--- src/pwlcs_pkg.sv ---
// shared types and constants for the piecewise linear curve sampler
`default_nettype none

package pwlcs_pkg;

  localparam int unsigned MAX_POINTS_DEF  = 16;
  localparam int unsigned VALUE_WIDTH_DEF = 16;
  // proportion is unsigned Q1.16, saturating at 1.0
  localparam int unsigned FRAC_BITS       = 16;
  localparam int unsigned DIV_CNT_W       = $clog2(FRAC_BITS);

  typedef enum logic {
    OP_WRITE  = 1'b0,
    OP_SAMPLE = 1'b1
  } pwlcs_op_e;

  typedef enum logic [2:0] {
    ST_IDLE,
    ST_SCAN,
    ST_DIV,
    ST_MUL,
    ST_OUT
  } pwlcs_state_e;

  typedef struct packed {
    logic wr;
    logic start;
    logic scan_step;
    logic scan_stop;
    logic mul;
    logic load_out;
  } pwlcs_cmd_t;

  typedef struct packed {
    logic scan_more;
    logic need_div;
    logic div_done;
  } pwlcs_sts_t;

endpackage

`default_nettype wire

--- src/pwlcs_div.sv ---
// restoring divider giving the Q0.16 proportion num / den, one bit a cycle
`default_nettype none

module pwlcs_div
  import pwlcs_pkg::*;
#(
  parameter int unsigned W = VALUE_WIDTH_DEF
) (
  input  wire logic                 clk_i,
  input  wire logic                 rst_ni,
  input  wire logic                 start_i,
  input  wire logic [W-1:0]         num_i,
  input  wire logic [W-1:0]         den_i,
  output logic      [FRAC_BITS-1:0] quo_o,
  output logic                      done_o
);

  logic                 busy_q;
  logic [DIV_CNT_W-1:0] cnt_q;
  logic [W-1:0]         rem_q;
  logic [W-1:0]         den_q;
  logic [FRAC_BITS-1:0] quo_q;
  logic [W:0]           shifted;
  logic [W+1:0]         diff;

  // remainder stays below den, so the doubled value fits in W+1 bits
  always_comb begin
    shifted = {rem_q, 1'b0};
    diff    = {1'b0, shifted} - {2'b00, den_q};
  end

  always_ff @(posedge clk_i or negedge rst_ni) begin
    if (!rst_ni) begin
      busy_q <= 1'b0;
      cnt_q  <= '0;
    end else if (start_i) begin
      busy_q <= 1'b1;
      cnt_q  <= '0;
    end else if (busy_q) begin
      cnt_q <= cnt_q + 1'b1;
      if (cnt_q == DIV_CNT_W'(FRAC_BITS - 1)) begin
        busy_q <= 1'b0;
      end
    end
  end

  always_ff @(posedge clk_i) begin
    if (start_i) begin
      rem_q <= num_i;
      den_q <= den_i;
    end else if (busy_q) begin
      rem_q <= diff[W+1] ? shifted[W-1:0] : diff[W-1:0];
      quo_q <= {quo_q[FRAC_BITS-2:0], ~diff[W+1]};
    end
  end

  assign quo_o  = quo_q;
  assign done_o = busy_q && (cnt_q == DIV_CNT_W'(FRAC_BITS - 1));

endmodule

`default_nettype wire

--- src/pwlcs_ctrl.sv ---
// sequencer for write and sample requests and the output register handshake
`default_nettype none

module pwlcs_ctrl
  import pwlcs_pkg::*;
(
  input  wire logic       clk_i,
  input  wire logic       rst_ni,
  input  wire logic       in_valid_i,
  input  wire logic       opcode_i,
  input  wire logic       out_stall_i,
  input  wire pwlcs_sts_t sts_i,
  output logic            in_stall_o,
  output logic            out_valid_o,
  output pwlcs_cmd_t      cmd_o
);

  pwlcs_state_e state_q, state_d;
  logic         out_valid_q;
  logic         out_free;
  logic         in_take;

  assign out_free = !out_valid_q || !out_stall_i;
  assign in_take  = (state_q == ST_IDLE) && in_valid_i;

  always_comb begin
    state_d = state_q;
    case (state_q)
      ST_IDLE: begin
        if (in_valid_i && (opcode_i == OP_SAMPLE)) begin
          state_d = ST_SCAN;
        end
      end
      ST_SCAN: begin
        if (!sts_i.scan_more) begin
          state_d = sts_i.need_div ? ST_DIV : ST_MUL;
        end
      end
      ST_DIV: begin
        if (sts_i.div_done) begin
          state_d = ST_MUL;
        end
      end
      ST_MUL: begin
        state_d = ST_OUT;
      end
      ST_OUT: begin
        if (out_free) begin
          state_d = ST_IDLE;
        end
      end
      default: begin
        state_d = ST_IDLE;
      end
    endcase
  end

  always_comb begin
    cmd_o           = '0;
    cmd_o.wr        = in_take && (opcode_i == OP_WRITE);
    cmd_o.start     = in_take && (opcode_i == OP_SAMPLE);
    cmd_o.scan_step = (state_q == ST_SCAN) && sts_i.scan_more;
    cmd_o.scan_stop = (state_q == ST_SCAN) && !sts_i.scan_more;
    cmd_o.mul       = (state_q == ST_MUL);
    cmd_o.load_out  = (state_q == ST_OUT) && out_free;
  end

  always_ff @(posedge clk_i or negedge rst_ni) begin
    if (!rst_ni) begin
      state_q     <= ST_IDLE;
      out_valid_q <= 1'b0;
    end else begin
      state_q <= state_d;
      if (cmd_o.load_out) begin
        out_valid_q <= 1'b1;
      end else if (!out_stall_i) begin
        out_valid_q <= 1'b0;
      end
    end
  end

  assign in_stall_o  = (state_q != ST_IDLE);
  assign out_valid_o = out_valid_q;

endmodule

`default_nettype wire

--- src/pwlcs_dpath.sv ---
// point table, scan registers, interpolation arithmetic and result register
`default_nettype none

module pwlcs_dpath
  import pwlcs_pkg::*;
#(
  parameter int unsigned MAX_POINTS  = MAX_POINTS_DEF,
  parameter int unsigned VALUE_WIDTH = VALUE_WIDTH_DEF
) (
  input  wire logic                                clk_i,
  input  wire logic                                rst_ni,
  input  wire pwlcs_cmd_t                          cmd_i,
  output pwlcs_sts_t                               sts_o,
  input  wire logic                                cfg_valid_i,
  input  wire logic [$clog2(MAX_POINTS+1)-1:0]     cfg_data_i,
  input  wire logic [$clog2(MAX_POINTS)-1:0]       point_index_i,
  input  wire logic signed [VALUE_WIDTH-1:0]       point_x_i,
  input  wire logic signed [VALUE_WIDTH-1:0]       point_y_i,
  input  wire logic signed [VALUE_WIDTH-1:0]       sample_x_i,
  output logic signed [VALUE_WIDTH-1:0]            y_value_o
);

  localparam int unsigned IDX_W = $clog2(MAX_POINTS);
  localparam int unsigned CNT_W = $clog2(MAX_POINTS + 1);
  localparam int unsigned VW    = VALUE_WIDTH;
  localparam int unsigned PW    = FRAC_BITS + 1;
  localparam int unsigned MW    = VW + FRAC_BITS + 2;

  // table entries pack y above x
  logic [2*VW-1:0] mem_q [MAX_POINTS];

  logic [CNT_W-1:0]       count_q;
  logic [CNT_W-1:0]       n_act;
  logic [CNT_W-1:0]       last_full;
  logic [IDX_W-1:0]       last;
  logic [IDX_W-1:0]       idx_q;
  logic [IDX_W-1:0]       rd_addr;
  logic                   rd_en;
  logic                   wr_ok;
  logic [2*VW-1:0]        rd_q;
  logic [2*VW-1:0]        prev_q;
  logic signed [VW-1:0]   sx_q;
  logic signed [VW-1:0]   x_cur, y_cur, x_lo, y_lo;
  logic signed [VW:0]     num, den;
  logic                   need_div;
  logic signed [VW-1:0]   yl_q;
  logic signed [VW:0]     dy_q;
  logic [PW-1:0]          prop_q;
  logic                   div_q;
  logic [PW-1:0]          prop_mul;
  logic signed [MW-1:0]   prod_q;
  logic signed [MW-1:0]   prod_sh;
  logic signed [VW-1:0]   y_q;
  logic [FRAC_BITS-1:0]   quo;
  logic                   div_done;

  // point count of zero acts as one, anything above the table as the table size
  always_comb begin
    if (count_q == '0) begin
      n_act = CNT_W'(1);
    end else if (count_q > CNT_W'(MAX_POINTS)) begin
      n_act = CNT_W'(MAX_POINTS);
    end else begin
      n_act = count_q;
    end
    last_full = n_act - 1'b1;
    last      = last_full[IDX_W-1:0];
  end

  always_ff @(posedge clk_i or negedge rst_ni) begin
    if (!rst_ni) begin
      count_q <= CNT_W'(1);
    end else if (cfg_valid_i) begin
      count_q <= cfg_data_i;
    end
  end

  assign wr_ok   = ({1'b0, point_index_i} < (IDX_W+1)'(MAX_POINTS));
  assign rd_en   = cmd_i.start || cmd_i.scan_step;
  assign rd_addr = cmd_i.start ? '0 : idx_q + 1'b1;

  always_ff @(posedge clk_i) begin
    if (cmd_i.wr && wr_ok) begin
      mem_q[point_index_i] <= {point_y_i, point_x_i};
    end
    if (rd_en) begin
      rd_q <= mem_q[rd_addr];
    end
  end

  always_comb begin
    x_cur = rd_q[VW-1:0];
    y_cur = rd_q[2*VW-1:VW];
    x_lo  = prev_q[VW-1:0];
    y_lo  = prev_q[2*VW-1:VW];
    num   = {sx_q[VW-1], sx_q} - {x_lo[VW-1], x_lo};
    den   = {x_cur[VW-1], x_cur} - {x_lo[VW-1], x_lo};
    // only a proportion strictly inside (0, 1) needs the divider
    need_div = (idx_q != '0) && (den > 0) && (num > 0) && (num < den);
  end

  assign sts_o.scan_more = (idx_q < last) && (x_cur < sx_q);
  assign sts_o.need_div  = need_div;
  assign sts_o.div_done  = div_done;

  always_ff @(posedge clk_i) begin
    if (cmd_i.start) begin
      sx_q  <= sample_x_i;
      idx_q <= '0;
    end else if (cmd_i.scan_step) begin
      prev_q <= rd_q;
      idx_q  <= idx_q + 1'b1;
    end
    if (cmd_i.scan_stop) begin
      if (idx_q == '0) begin
        yl_q   <= y_cur;
        dy_q   <= '0;
        prop_q <= '0;
        div_q  <= 1'b0;
      end else begin
        yl_q   <= y_lo;
        dy_q   <= {y_cur[VW-1], y_cur} - {y_lo[VW-1], y_lo};
        prop_q <= ((den <= 0) || (num >= den)) ? {1'b1, {FRAC_BITS{1'b0}}} : '0;
        div_q  <= need_div;
      end
    end
    if (cmd_i.mul) begin
      prod_q <= $signed({1'b0, prop_mul}) * dy_q;
    end
    if (cmd_i.load_out) begin
      y_q <= yl_q + prod_sh[VW-1:0];
    end
  end

  assign prop_mul = div_q ? {1'b0, quo} : prop_q;
  // arithmetic shift floors toward minus infinity
  assign prod_sh  = prod_q >>> FRAC_BITS;

  pwlcs_div #(
    .W (VW)
  ) u_div (
    .clk_i   (clk_i),
    .rst_ni  (rst_ni),
    .start_i (cmd_i.scan_stop && need_div),
    .num_i   (num[VW-1:0]),
    .den_i   (den[VW-1:0]),
    .quo_o   (quo),
    .done_o  (div_done)
  );

  assign y_value_o = y_q;

endmodule

`default_nettype wire

--- src/piecewise_linear_curve_sampler.sv ---
// top level of the piecewise linear curve sampler
//
//   channel  direction  handshake                 payload
//   in       request    in_valid_i / in_stall_o   opcode, point_index, point_x, point_y, sample_x
//   out      result     out_valid_o / out_stall_i y_value
//   cfg      write      cfg_valid_i / cfg_ready_o point_count
//
// a write request is taken while idle; a sample keeps the input stalled from acceptance
// until the next request can be taken: it steps through the points scanned via the
// single table read port, runs the bit-serial divider when the proportion lies
// strictly between 0 and 1, then does one multiply and one add.
// reset leaves the table contents undefined and sets the point count to one.
// a held result only stalls the sequencer once the next result is ready to load.
`default_nettype none

module piecewise_linear_curve_sampler
  import pwlcs_pkg::*;
#(
  parameter int unsigned MAX_POINTS  = MAX_POINTS_DEF,
  parameter int unsigned VALUE_WIDTH = VALUE_WIDTH_DEF
) (
  input  wire logic                                clk_i,
  input  wire logic                                rst_ni,
  input  wire logic                                in_valid_i,
  output logic                                     in_stall_o,
  input  wire logic                                opcode_i,
  input  wire logic [$clog2(MAX_POINTS)-1:0]       point_index_i,
  input  wire logic signed [VALUE_WIDTH-1:0]       point_x_i,
  input  wire logic signed [VALUE_WIDTH-1:0]       point_y_i,
  input  wire logic signed [VALUE_WIDTH-1:0]       sample_x_i,
  output logic                                     out_valid_o,
  input  wire logic                                out_stall_i,
  output logic signed [VALUE_WIDTH-1:0]            y_value_o,
  input  wire logic                                cfg_valid_i,
  output logic                                     cfg_ready_o,
  input  wire logic [$clog2(MAX_POINTS+1)-1:0]     cfg_data_i
);

  pwlcs_cmd_t cmd;
  pwlcs_sts_t sts;

  assign cfg_ready_o = 1'b1;

  pwlcs_ctrl u_ctrl (
    .clk_i       (clk_i),
    .rst_ni      (rst_ni),
    .in_valid_i  (in_valid_i),
    .opcode_i    (opcode_i),
    .out_stall_i (out_stall_i),
    .sts_i       (sts),
    .in_stall_o  (in_stall_o),
    .out_valid_o (out_valid_o),
    .cmd_o       (cmd)
  );

  pwlcs_dpath #(
    .MAX_POINTS  (MAX_POINTS),
    .VALUE_WIDTH (VALUE_WIDTH)
  ) u_dpath (
    .clk_i         (clk_i),
    .rst_ni        (rst_ni),
    .cmd_i         (cmd),
    .sts_o         (sts),
    .cfg_valid_i   (cfg_valid_i),
    .cfg_data_i    (cfg_data_i),
    .point_index_i (point_index_i),
    .point_x_i     (point_x_i),
    .point_y_i     (point_y_i),
    .sample_x_i    (sample_x_i),
    .y_value_o     (y_value_o)
  );

  // a sample request keeps the input side busy in the following cycle
  a_sample_busy : assert property (@(posedge clk_i) disable iff (!rst_ni)
    (in_valid_i && !in_stall_o && (opcode_i == OP_SAMPLE)) |=> in_stall_o)
    else $error("sample accepted but input not stalled");

  // a write request never produces a result
  a_write_silent : assert property (@(posedge clk_i) disable iff (!rst_ni)
    (in_valid_i && !in_stall_o && (opcode_i == OP_WRITE) && !out_valid_o) |=> !out_valid_o)
    else $error("result raised by a write request");

  // a new result only appears at the end of a sample's work
  a_result_from_work : assert property (@(posedge clk_i) disable iff (!rst_ni)
    $rose(out_valid_o) |-> $past(in_stall_o))
    else $error("result raised while idle");

endmodule

`default_nettype wire
--- config.mk ---
export PLATFORM = sky130hd
export DESIGN_NAME = piecewise_linear_curve_sampler
export DESIGN_NICKNAME = d
export VERILOG_FILES = /design/src/pwlcs_pkg.sv /design/src/pwlcs_div.sv /design/src/pwlcs_ctrl.sv /design/src/pwlcs_dpath.sv /design/src/piecewise_linear_curve_sampler.sv
export SDC_FILE = /design/constraint.sdc
export NUM_CORES = 2
export LEC_CHECK = 0
export BUFFER_PORTS_ARGS = -buffer_cell sky130_fd_sc_hd__buf_2
export CAP_MARGIN = 15
export CORE_MARGIN = 2
export CORE_UTILIZATION = 45
export DETAILED_ROUTE_END_ITERATION = 16
export SYNTH_ARGS = -nofsm -noshare
export SYNTH_HDL_FRONTEND = slang
export SYNTH_SLANG_ARGS = --single-unit
--- constraint.sdc ---
create_clock -name clk_i -period 9.2 [get_ports clk_i]
set_clock_uncertainty 0.1 [all_clocks]
set_input_delay 0.46 -clock clk_i [delete_from_list [all_inputs] [get_ports clk_i]]
set_output_delay 0.46 -clock clk_i [all_outputs]
set_load 0.01 [all_outputs]
==> reports/qor.txt <==
Status -> finished, final reports clean
#FFs+latches synth -> 725
Syn_nets -> 3924
Post-route ant nets -> 0
Final nets -> 3974
DRT iter0 DRCs -> 1812
Drc violations -> 0
Crit share post-route -> 88.5%
Average wire per standard cell -> 20.7 um
Initial Utilization -> 45.4%
Slew Viols, Final -> 0
Resized cells post-CTS -> 0
Fraction of layout cells with a size suffix above 1 -> 9.25%
Clock Path Buffers -> 3
Sum of negative setup slack -> 0 ns
R2r startpoint -> u_dpath.div_q
Post-synth top area share -> 51.1%
Number of vias per cell -> 5.54
Worst path arrival time -> 8.41 ns
P&R area growth vs syn -> 10.5%
Top_reg_cell synth -> edfxtp_1
Total iterations of the first detailed-routing run -> 5
Crit. End Element -> register
Mapped Area -> 41600 um^2
CTS tree -> built
Clock transition at path regs -> 0.06 ns
Final setup violation count -> 0
Die area -> 94800 um^2
Vias in the first global route -> 26.2k
Die X -> 308 um
RSZ-0062 raised after global routing -> false
Initial antenna violation count -> 13
DIE HEIGHT -> 308 um
GR Util All Layers -> 21.0%
Clock Sink Count -> 725
Fillers -> 7978
Core ar. -> 91700 um^2
Synth top area cells -> edfxtp_1, fa_1, ha_1
Post-synth EDFFs -> 707
Hold EP -> u_ctrl.out_valid_o
Asr flop ratio synth -> 1.93%
Largest net degree at the start of global routing -> 211
Row Count -> 111
Worst hold path class -> in2reg
PortBufs -> 80
Worst setup SP type -> register
Post-CTS Hold Fix Bufs -> 22
Synth unique cells -> 80
Multi-input logic area -> 17900 um^2
Worst reg2reg path depth -> 22
Placer Congestion -> 0.876
Crit path max fanout -> 34
Hold path depth -> 3
GRT overflow -> 0
Root buf cell -> clkbuf_16
Flop2flop setup slack -> 1.06 ns
Synth area leader -> edfxtp_1
Reg2reg end -> u_dpath.prod_q[30]
I/O pin cnt -> 82
First-pass GRT wire length -> 153000 um
Overall routed net length -> 97700 um
Flip-flop and latch area -> 21700 um^2
Number of CTS-inserted buffers -> 79
HP Start -> out_stall_i
Endpoints failing hold -> 0
Crit Path Category -> reg2reg
Sequential area share after synthesis -> 52.1%
Synth Warn # -> 0
Worst-Margin Slew -> 1.08 ns
Vias -> 26.1k
Clock latency on the worst-skew pair -> 0.65 ns
Period minus WS final -> 8.14 ns
Core Util, Final -> 50.1%
Cell count after synthesis -> 3410
Maxcap violations -> 0
H-tree depth -> 3
Worst EP required -> 9.47 ns
Most frequent cells in the layout -> edfxtp_1, inv_1, nand2_1
Syn_area_per_cell -> 12.2 um^2
Most common cell after layout, fill and taps aside -> edfxtp_1
FMAX -> 123 MHz
Postcts setup bufs -> 0
Post-DP HPWL -> 62600 um
Slew Limit Headroom -> 28.3%
[stage by stage]
step           setup slack, ns  area, um^2  cells  hold WS, ns
2_1_floorplan             2.43       41600   3410       0.0644
3_3_place_gp              1.27       43300   4543        0.297
3_5_place_dp              1.11       43300   4543        0.295
4_1_cts                   1.05       45900   4710       0.0208
5_1_grt                  0.421       45900   4711       0.0347
6_report                  1.06       46000   4714       0.0641
[how the worst max path moves through the flow]
stage	start	endpoint	slack (ns)
after floorplan	u_dpath.div_q	u_dpath.prod_q[25]	2.43
after global placement	u_dpath.div_q	u_dpath.prod_q[30]	1.27
after detailed placement	u_dpath.div_q	u_dpath.prod_q[30]	1.11
after CTS	u_dpath.div_q	u_dpath.prod_q[30]	1.05
after global routing	u_dpath.div_q	u_dpath.prod_q[30]	0.42
final	u_dpath.div_q	u_dpath.prod_q[30]	1.06
[synth_stat cells, types with 9 or more instances]
| master | number |
|---|---|
| a211oi_1 | 74 |
| a21boi_0 | 9 |
| a21o_1 | 22 |
| a21oi_1 | 56 |
| a31oi_1 | 75 |
| and2_1 | 98 |
| and3_1 | 154 |
| buf_1 | 14 |
| clkbuf_1 | 152 |
| dfrtp_1 | 13 |
| edfxtp_1 | 707 |
| fa_1 | 228 |
| ha_1 | 223 |
| inv_1 | 396 |
| mux2_2 | 19 |
| mux2i_1 | 14 |
| mux4_2 | 32 |
| nand2_1 | 300 |
| nand2b_1 | 23 |
| nand3_1 | 29 |
| nand4_1 | 17 |
| nor2_1 | 99 |
| nor2b_1 | 24 |
| nor3_1 | 31 |
| o211ai_1 | 76 |
| o21a_1 | 11 |
| o21ai_0 | 191 |
| or3_1 | 137 |
| xnor2_1 | 52 |
| xor2_1 | 24 |
[worst max-delay path, cell delays in order (launching register included)]
cell      delay (ns)
edfxtp_1        0.82
buf_4           0.40
and2_1          0.38
nand2_1         0.14
fa_1            0.58
fa_1            0.55
inv_1           0.05
fa_1            0.49
fa_1            0.46
fa_1            0.51
inv_1           0.05
fa_1            0.48
inv_1           0.05
ha_1            0.31
a21o_1          0.21
nor4b_1         0.46
a211oi_1        0.29
o31ai_1         0.57
a211oi_1        0.27
o211ai_1        0.30
nand2b_1        0.12
a21oi_1         0.19
xnor2_1         0.08
[per-layer routing]
layer	vias to the layer above	wire length (um)	track usage [%]
met4	16	2230	5.62
met2	598	47400	35.1
met1	13069	42800	28.3
met5	-	105	0
li1	12272	-	-
met3	155	5070	3.50
[registers in the layout, indices dropped and copies added, names as in the netlist]
| register | cells |
|---|---|
| u_dpath.prod_q | 16 |
| u_dpath.u_div.rem_q | 16 |
| u_dpath.yl_q | 16 |
| u_dpath.div_q | 1 |
| u_ctrl.state_q | 3 |
| u_dpath.y_value_o | 16 |
| u_dpath.count_q | 5 |
| u_dpath.mem_q | 512 |
| u_dpath.dy_q | 17 |
| u_dpath.idx_q | 4 |
| u_dpath.sx_q | 16 |
| u_dpath.u_div.busy_q | 1 |
| u_dpath.rd_q | 32 |
| u_dpath.prev_q | 32 |
| u_ctrl.out_valid_o | 1 |
| u_dpath.u_div.quo_o | 16 |
| u_dpath.u_div.den_q | 16 |
| u_dpath.prop_q | 1 |
| u_dpath.u_div.cnt_q | 4 |
[cell families after synthesis]
kind of cell / count (synthesis) / share of synthesized area (%)
adders and majority gates: 451 / 17.7
buffers and inverters: 568 / 5.18
other: 1 / 0.00902
xor gates and xnor gates: 76 / 1.60
AOI/OAI and AO/OA: 570 / 8.82
muxes: 72 / 2.84
and+or+nand+nor: 947 / 11.8
DFF: 725 / 52.1
[cell type report]
cell class              count  area share, %
diodes                      4         0.0218
flip-flops and latches    725           47.1
clock buffers             103           4.50
inverters                 397           3.25
well taps                1186           3.23
clock inverters            42          0.871
multi-input cells        2117           39.0
repair buffers            140           2.00
Power is not shown: default switching activity piles up to over one toggle a cycle in this logic, so the estimate is an artifact.
